**config.mk**
```make
export PLATFORM = sky130hd
export DESIGN_NAME = button_short_long_press_mode_select_top
export DESIGN_NICKNAME = d
export VERILOG_FILES = /design/src/sv/btn_mode_pkg.sv /design/src/sv/button_short_long_press_mode_select_top.sv
export SDC_FILE = /design/constraint.sdc
export NUM_CORES = 1
export LEC_CHECK = 0
export ABC_CLOCK_PERIOD_IN_PS = 6300
export BUFFER_PORTS_ARGS = -buffer_cell sky130_fd_sc_hd__buf_2
export CORE_MARGIN = 2
export CORE_UTILIZATION = 25
export CTS_CLUSTER_SIZE = 12
export DETAILED_ROUTE_END_ITERATION = 8
export GPL_ROUTABILITY_DRIVEN = 0
export PLACE_DENSITY = 0.52
export SYNTH_ARGS = -nofsm -noshare
export SYNTH_HDL_FRONTEND = slang
export SYNTH_SLANG_ARGS = --single-unit
```
**constraint.sdc**
```tcl
create_clock -name clock -period 6.3 [get_ports clock]
set_input_delay 1.26 -clock clock [delete_from_list [all_inputs] [get_ports clock]]
set_output_delay 1.26 -clock clock [all_outputs]
set_load 0.1 [all_outputs]
```
**src/sv/btn_mode_pkg.sv**
```systemverilog
// ----------------------------------------------------------------------------
// btn_mode_pkg
// shared constants for the button press mode selector and its checker
// ----------------------------------------------------------------------------
package btn_mode_pkg;

   // configuration register indexes
   localparam logic [1:0] CSR_BOUNCE_MS  = 2'd0;
   localparam logic [1:0] CSR_LONG_MS    = 2'd1;
   localparam logic [1:0] CSR_MODE_COUNT = 2'd2;

   localparam int CSR_ADDR_W = 2;
   localparam int CSR_DATA_W = 16;

   localparam int BOUNCE_W = 10;
   localparam int LONG_W   = 16;
   localparam int COUNT_W  = 4;
   localparam int MODE_W   = 3;

   // register values after reset
   localparam logic [BOUNCE_W-1:0] BOUNCE_RESET = 10'd100;
   localparam logic [LONG_W-1:0]   LONG_RESET   = 16'd1000;
   localparam logic [COUNT_W-1:0]  COUNT_RESET  = 4'd5;

   // highest mode index the display field can carry
   localparam logic [COUNT_W-1:0]  MODE_LAST    = 4'd7;

   localparam int REQ_DATA_W = 8;
   localparam int RSP_DATA_W = 8;

   // response field positions in rsp_tdata
   localparam int RSP_MODE_LSB    = 0;
   localparam int RSP_CHANGED_BIT = 3;
   localparam int RSP_TOGGLED_BIT = 4;
   localparam int RSP_FIRST_BIT   = 5;
   localparam int RSP_SECOND_BIT  = 6;

endpackage

```
**src/sv/button_short_long_press_mode_select_top.sv**
```systemverilog
// ----------------------------------------------------------------------------
// button_short_long_press_mode_select_top
// debounced short/long press detector driving display mode and device select
// ----------------------------------------------------------------------------
// a request accepted at one edge has its response registered and shown in the next cycle
// throughput: one request per cycle, limited only by rsp_tready
// the single output register sets the rate: req_tready is high while it is
// empty or being drained in the same cycle
// reset (synchronous, active high) restores the register defaults, mode 0 and
// the first source selected, with no response pending
// ----------------------------------------------------------------------------
module button_short_long_press_mode_select_top #(
   parameter int TIME_BITS = 16
) (
   input  logic                                  clock,
   input  logic                                  reset,
   // request channel
   input  logic                                  req_tvalid,
   output logic                                  req_tready,
   input  logic [btn_mode_pkg::REQ_DATA_W-1:0]   req_tdata,   // [0] button_level
   // response channel
   output logic                                  rsp_tvalid,
   input  logic                                  rsp_tready,
   // [2:0] display_mode, [3] mode_changed, [4] device_toggled,
   // [5] first_select, [6] second_select, [7] zero
   output logic [btn_mode_pkg::RSP_DATA_W-1:0]   rsp_tdata,
   // configuration write port
   input  logic                                  csr_we,
   input  logic [btn_mode_pkg::CSR_ADDR_W-1:0]   csr_addr,
   input  logic [btn_mode_pkg::CSR_DATA_W-1:0]   csr_wdata
);

   // compare width wide enough for both the counter and the long press time
   localparam int CMP_W = (TIME_BITS > btn_mode_pkg::LONG_W) ?
                          TIME_BITS : btn_mode_pkg::LONG_W;

   // configuration registers
   logic [btn_mode_pkg::BOUNCE_W-1:0] bounce_ms_ff;
   logic [btn_mode_pkg::LONG_W-1:0]   long_ms_ff;
   logic [btn_mode_pkg::COUNT_W-1:0]  mode_count_ff;

   // press tracking state
   logic                              pressed_ff, pressed_in;
   logic                              armed_ff, armed_in;
   logic                              long_seen_ff, long_seen_in;
   logic [TIME_BITS-1:0]              elapsed_ff, elapsed_in;
   logic [btn_mode_pkg::MODE_W-1:0]   mode_ff, mode_in;
   logic                              device_ff, device_in;

   // output register
   logic                              rsp_valid_ff;
   logic                              changed_ff, changed_in;
   logic                              toggled_ff, toggled_in;

   logic                              accept;
   logic                              level;

   // the output register takes a new response when empty or draining
   assign req_tready = !rsp_valid_ff || rsp_tready;
   assign accept     = req_tvalid && req_tready;
   assign level      = req_tdata[0];

   // one tick of the press tracker
   always_comb begin
      logic [btn_mode_pkg::COUNT_W-1:0] mode_plus;
      logic [CMP_W-1:0]                 elapsed_wide;

      pressed_in   = pressed_ff;
      armed_in     = armed_ff;
      long_seen_in = long_seen_ff;
      elapsed_in   = elapsed_ff;
      mode_in      = mode_ff;
      device_in    = device_ff;
      changed_in   = 1'b0;
      toggled_in   = 1'b0;

      // running press counter, stops at all ones
      if (pressed_ff && !(&elapsed_ff)) begin
         elapsed_in = elapsed_ff + TIME_BITS'(1);
      end

      // press start restarts the counter, release drops the press
      if (level && !pressed_ff) begin
         elapsed_in = '0;
         pressed_in = 1'b1;
      end else if (!level) begin
         pressed_in = 1'b0;
      end

      // release of an armed press: short press unless a long press fired
      mode_plus = {1'b0, mode_ff} + btn_mode_pkg::COUNT_W'(1);
      if (!level && armed_ff) begin
         if (!long_seen_ff) begin
            if (mode_plus >= mode_count_ff || mode_plus > btn_mode_pkg::MODE_LAST) begin
               mode_in = '0;
            end else begin
               mode_in = mode_plus[btn_mode_pkg::MODE_W-1:0];
            end
            changed_in = 1'b1;
         end
         long_seen_in = 1'b0;
         armed_in     = 1'b0;
      end

      // debounced hold; a held press implies the level is high here, so the
      // held time is the elapsed count itself
      elapsed_wide = CMP_W'(elapsed_in);
      if (pressed_in && elapsed_wide >= CMP_W'(bounce_ms_ff)) begin
         armed_in = 1'b1;
         if (elapsed_wide >= CMP_W'(long_ms_ff)) begin
            // long press: toggle the device and restart the press
            long_seen_in = 1'b1;
            pressed_in   = 1'b0;
            device_in    = !device_ff;
            toggled_in   = 1'b1;
         end
      end
   end

   // configuration writes, indexes beyond the list are dropped
   always_ff @(posedge clock) begin
      if (reset) begin
         bounce_ms_ff  <= btn_mode_pkg::BOUNCE_RESET;
         long_ms_ff    <= btn_mode_pkg::LONG_RESET;
         mode_count_ff <= btn_mode_pkg::COUNT_RESET;
      end else if (csr_we) begin
         case (csr_addr)
            btn_mode_pkg::CSR_BOUNCE_MS: begin
               bounce_ms_ff <= csr_wdata[btn_mode_pkg::BOUNCE_W-1:0];
            end
            btn_mode_pkg::CSR_LONG_MS: begin
               long_ms_ff <= csr_wdata[btn_mode_pkg::LONG_W-1:0];
            end
            btn_mode_pkg::CSR_MODE_COUNT: begin
               mode_count_ff <= csr_wdata[btn_mode_pkg::COUNT_W-1:0];
            end
            default: begin
            end
         endcase
      end
   end

   // tracker state advances only on an accepted request
   always_ff @(posedge clock) begin
      if (reset) begin
         pressed_ff   <= 1'b0;
         armed_ff     <= 1'b0;
         long_seen_ff <= 1'b0;
         elapsed_ff   <= '0;
         mode_ff      <= '0;
         device_ff    <= 1'b0;
      end else if (accept) begin
         pressed_ff   <= pressed_in;
         armed_ff     <= armed_in;
         long_seen_ff <= long_seen_in;
         elapsed_ff   <= elapsed_in;
         mode_ff      <= mode_in;
         device_ff    <= device_in;
      end
   end

   // output register: the pulses are held with the response they belong to
   always_ff @(posedge clock) begin
      if (reset) begin
         rsp_valid_ff <= 1'b0;
      end else if (accept) begin
         rsp_valid_ff <= 1'b1;
      end else if (rsp_tready) begin
         rsp_valid_ff <= 1'b0;
      end
   end

   always_ff @(posedge clock) begin
      if (accept) begin
         changed_ff <= changed_in;
         toggled_ff <= toggled_in;
      end
   end

   // mode and selects come straight from state, which is stable while stalled
   assign rsp_tvalid = rsp_valid_ff;
   assign rsp_tdata  = {1'b0, ~device_ff ? 1'b0 : 1'b1, ~device_ff, toggled_ff,
                        changed_ff, mode_ff};

endmodule

```
==> flow_summary_export.csv <==
group,metric,value,unit
run_status,status,"complete, no violations",
worst_setup_path,cp.required,6.51,ns
worst_setup_path,path_buf_inv,0,
route,wl,8070,um
layout,fill_cells,1472,
worst_setup_path,crit_slowest_cell,"nor4_2",
layout,layout_common_cells,"nand2_1 (64), dfxtp_1 (54), a21oi_1 (46)",
sta,setup_viol,0,
pwr,sw_frac_of_total,26.0,%
layout,drive_gt1_share,11.2,%
yosys,synth_top_cell_by_area,"dfxtp_1",
cts,cts_tree,"done",
yosys,synth_top_cell_area_share,31.4,%
yosys,ys_seq_area_share,33.1,%
worst_setup_path,cp-end-kind,"flip-flop",
worst_setup_path,crit_chain,"nand3_1 > nor4_2 > a211oi_1 > and4_1 > xnor2_1 > nor2_1 > ha_1 > and4_1 > a221oi_1 > o21ai_0 > a311oi_1 > a211oi_4 > a31o_1 > a21oi_1",
route,firstDrtPassIters,4,
job,drv_cap,0,
sta,final_max_slew_viol_count,0,
place,dpl.hpwl,6060,um
grt,grt_pass1_wl,14000,um
grt,grt_use_total,11.7,%
sta,hold_violations,0,
layout,diodes,0,
cts,cts.path.max_buffers,2,
worst_setup_path,worstSetupPathType,"reg2reg",
yosys,ys_ff_latch,56,
route,dr_total_vias,3022,
sta,fin_worst_skew,0.00561,ns
place,port_buffers,32,
sta,tns,0,ns
hold_path,hold_path_class,"reg2reg",
pwr,p_int,0.534,mW
yosys,synth_cells,433,
pwr,power_frac_clock,37.8,%
pwr,power.density,187,mW/mm^2
cts,post_cts_resized,0,
sta,rsz0062_at_grt,"false",
route,wl_per_cell,12.9,um
cts,worstSkewPairLatency,0.29,ns
sta,maxSlewHeadroom,28.2,%
grt,grt_overflow,0,
yosys,postSynthAreaPerCell,7.96,sq um
pwr,peakVddDrop,0.0000926,V
pwr,p_switching,0.187,mW
layout,nets,510,
pwr,power_leakage,1.55,nW
floorplanning,core_area,0.0133,sq mm
worst_setup_path,cp_common_cell,"and4_1",
yosys,ys_types,52,
cts,cts_max_level,2,
worst_setup_path,crit_path_max_incr_delay,0.65,ns
grt,antenna_found_initial,0,
cts,clkSlewWorstSetupHoldPaths,0.07,ns
floorplanning,fp.dieW,121,um
yosys,synthesis.area,0.00344,sq mm
sta,worst_pin_slew,1.08,ns
yosys,synth_top_cells_by_area,"dfxtp_1 (31%), ha_1 (12%), nand2_1 (7.0%)",
floorplanning,start_util,25.8,%
worst_setup_path,cp-start-kind,"flip-flop",
yosys,synthArstFlopShare,0,%
floorplanning,die_h,121,um
floorplanning,die_area,0.0147,sq mm
worst_setup_path,cpLargestDelayFamily,"compound AO/OA/AOI/OAI gates",
cts,cts.sinks,56,
cts,post_cts_buffers,0,
route,via_per_inst,4.84,
cts,cts_buffers,5,
sta,min_period_over_period,68.1,%
worst_setup_path,crit_arrival,4.50,ns
grt,grt_max_degree,55,
yosys,ys_warn_count,0,
place,pre_cts_ws,1.87,ns
yosys,syn_nets,496,
sta,clock.fmax,233,MHz
pwr,p_seq_share,51.2,%
floorplanning,row_count,42,
sta,fin_ws,2.01,ns
route,drc,0,
yosys,synth_edf_count,2,
yosys,ys.flop_type,"dfxtp_1",
cts,cts_root_buf,"clkbuf_16",
floorplanning,pin_count,41,
worst_setup_path,crit_fanout,9,
pwr,p_comb_share,11.0,%
route,ant_nets,0,
layout,syn2layout_area_growth,11.8,%
cts,cts_hold_buf,0,
route,drt_iter0_markers,140,
grt,grt_pass1_vias,2933,
layout,layout_commonest_cell,"nand2_1",
sta,period_minus_slack,4.29,ns
cell usage after synthesis (5+ instances only):
master / n
nand2b_1: 5
xor2_1: 6
nand3_1: 9
nand2_1: 64
or3_1: 5
o21ai_0: 19
inv_1: 32
and4_1: 5
a21oi_1: 46
clkbuf_1: 17
xnor2_1: 6
nor2_1: 39
buf_4: 7
dfxtp_1: 54
a211o_1: 10
a211oi_1: 5
mux2i_1: 6
ha_1: 32
final cells by class:
| class | count | area (sq um) | area share [%] |
|---|---|---|---|
| repair buffers | 35 | 183 | 4.74 |
| well taps | 176 | 220 | 5.72 |
| clock buffers | 5 | 125 | 3.25 |
| flip-flops and latches | 56 | 1140 | 29.6 |
| multi-input cells | 317 | 2050 | 53.2 |
| clock inverters | 3 | 13.8 | 0.357 |
| inverters | 32 | 120 | 3.12 |
cells by family (layout without fill, tap and decap cells):
kind of cell | after synthesis | after routing | synth area share, %
AND/OR/NAND/NOR | 160 | 160 | 23.2
XOR/XNOR | 12 | 12 | 3.05
AO/OA/AOI/OAI | 106 | 106 | 19.7
flip-flops | 56 | 56 | 33.1
other | 1 | 1 | 0.109
adder cells (fa/ha/maj) | 32 | 32 | 11.6
buffers and inverters | 60 | 75 | 7.45
multiplexers | 6 | 6 | 1.74
worst paths after layout:
check                               startpoint             end  slack (ns)  depth (start not counted)
worst min-delay path            long_ms_ff[15]  long_ms_ff[15]        0.46                          2
worst max register to register  elapsed_ff[13]       device_ff        2.01                         14
worst min register to register  long_ms_ff[15]  long_ms_ff[15]        0.46                          2
worst max-delay path            elapsed_ff[13]       device_ff        2.01                         14
metrics by stage:
step                      instances  power, mW  util [%]  hold WS [ns]  cell area [sq um]
after floorplan                 433      0.433         -         0.436               3440
after global placement          616      0.455      27.8         0.445               3710
after detailed placement        616      0.458      27.8         0.453               3710
after CTS                       624      0.732      28.8         0.464               3850
after global routing            624      0.757      28.8         0.474               3850
final                           624      0.722      28.8         0.459               3850
power by group through the flow:
| stage | Clock [mW] | Combinational, mW | Sequential, mW |
|---|---|---|---|
| 2_1_floorplan | 0 | 0.0533 | 0.380 |
| 3_3_place_gp | 0 | 0.0776 | 0.378 |
| 3_5_place_dp | 0 | 0.0797 | 0.378 |
| 4_1_cts | 0.282 | 0.0801 | 0.370 |
| 5_1_grt | 0.297 | 0.0891 | 0.371 |
| 6_report | 0.273 | 0.0794 | 0.370 |
worst min-delay path: stages (launching register included):
cell and delay, ns:
dfxtp_1 0.31, nand2_1 0.05, a21oi_1 0.05
flip-flops by register name, indices dropped and copies added, names as in the netlist, 3 cells and up:
register,count
elapsed_ff,16
long_ms_ff,16
bounce_ms_ff,10
mode_count_ff,4
mode_ff,3
per-layer routing:
metal  up-vias  GRT usage, %  routed length [um]
li1       1536             -                   -
met1      1435          16.3                4100
met2        44          19.0                3660
met3         7          1.79                 230
met4         0          2.59                  70
met5         -             0                   0
No activity file was read; power rests on OpenSTA's default activity.
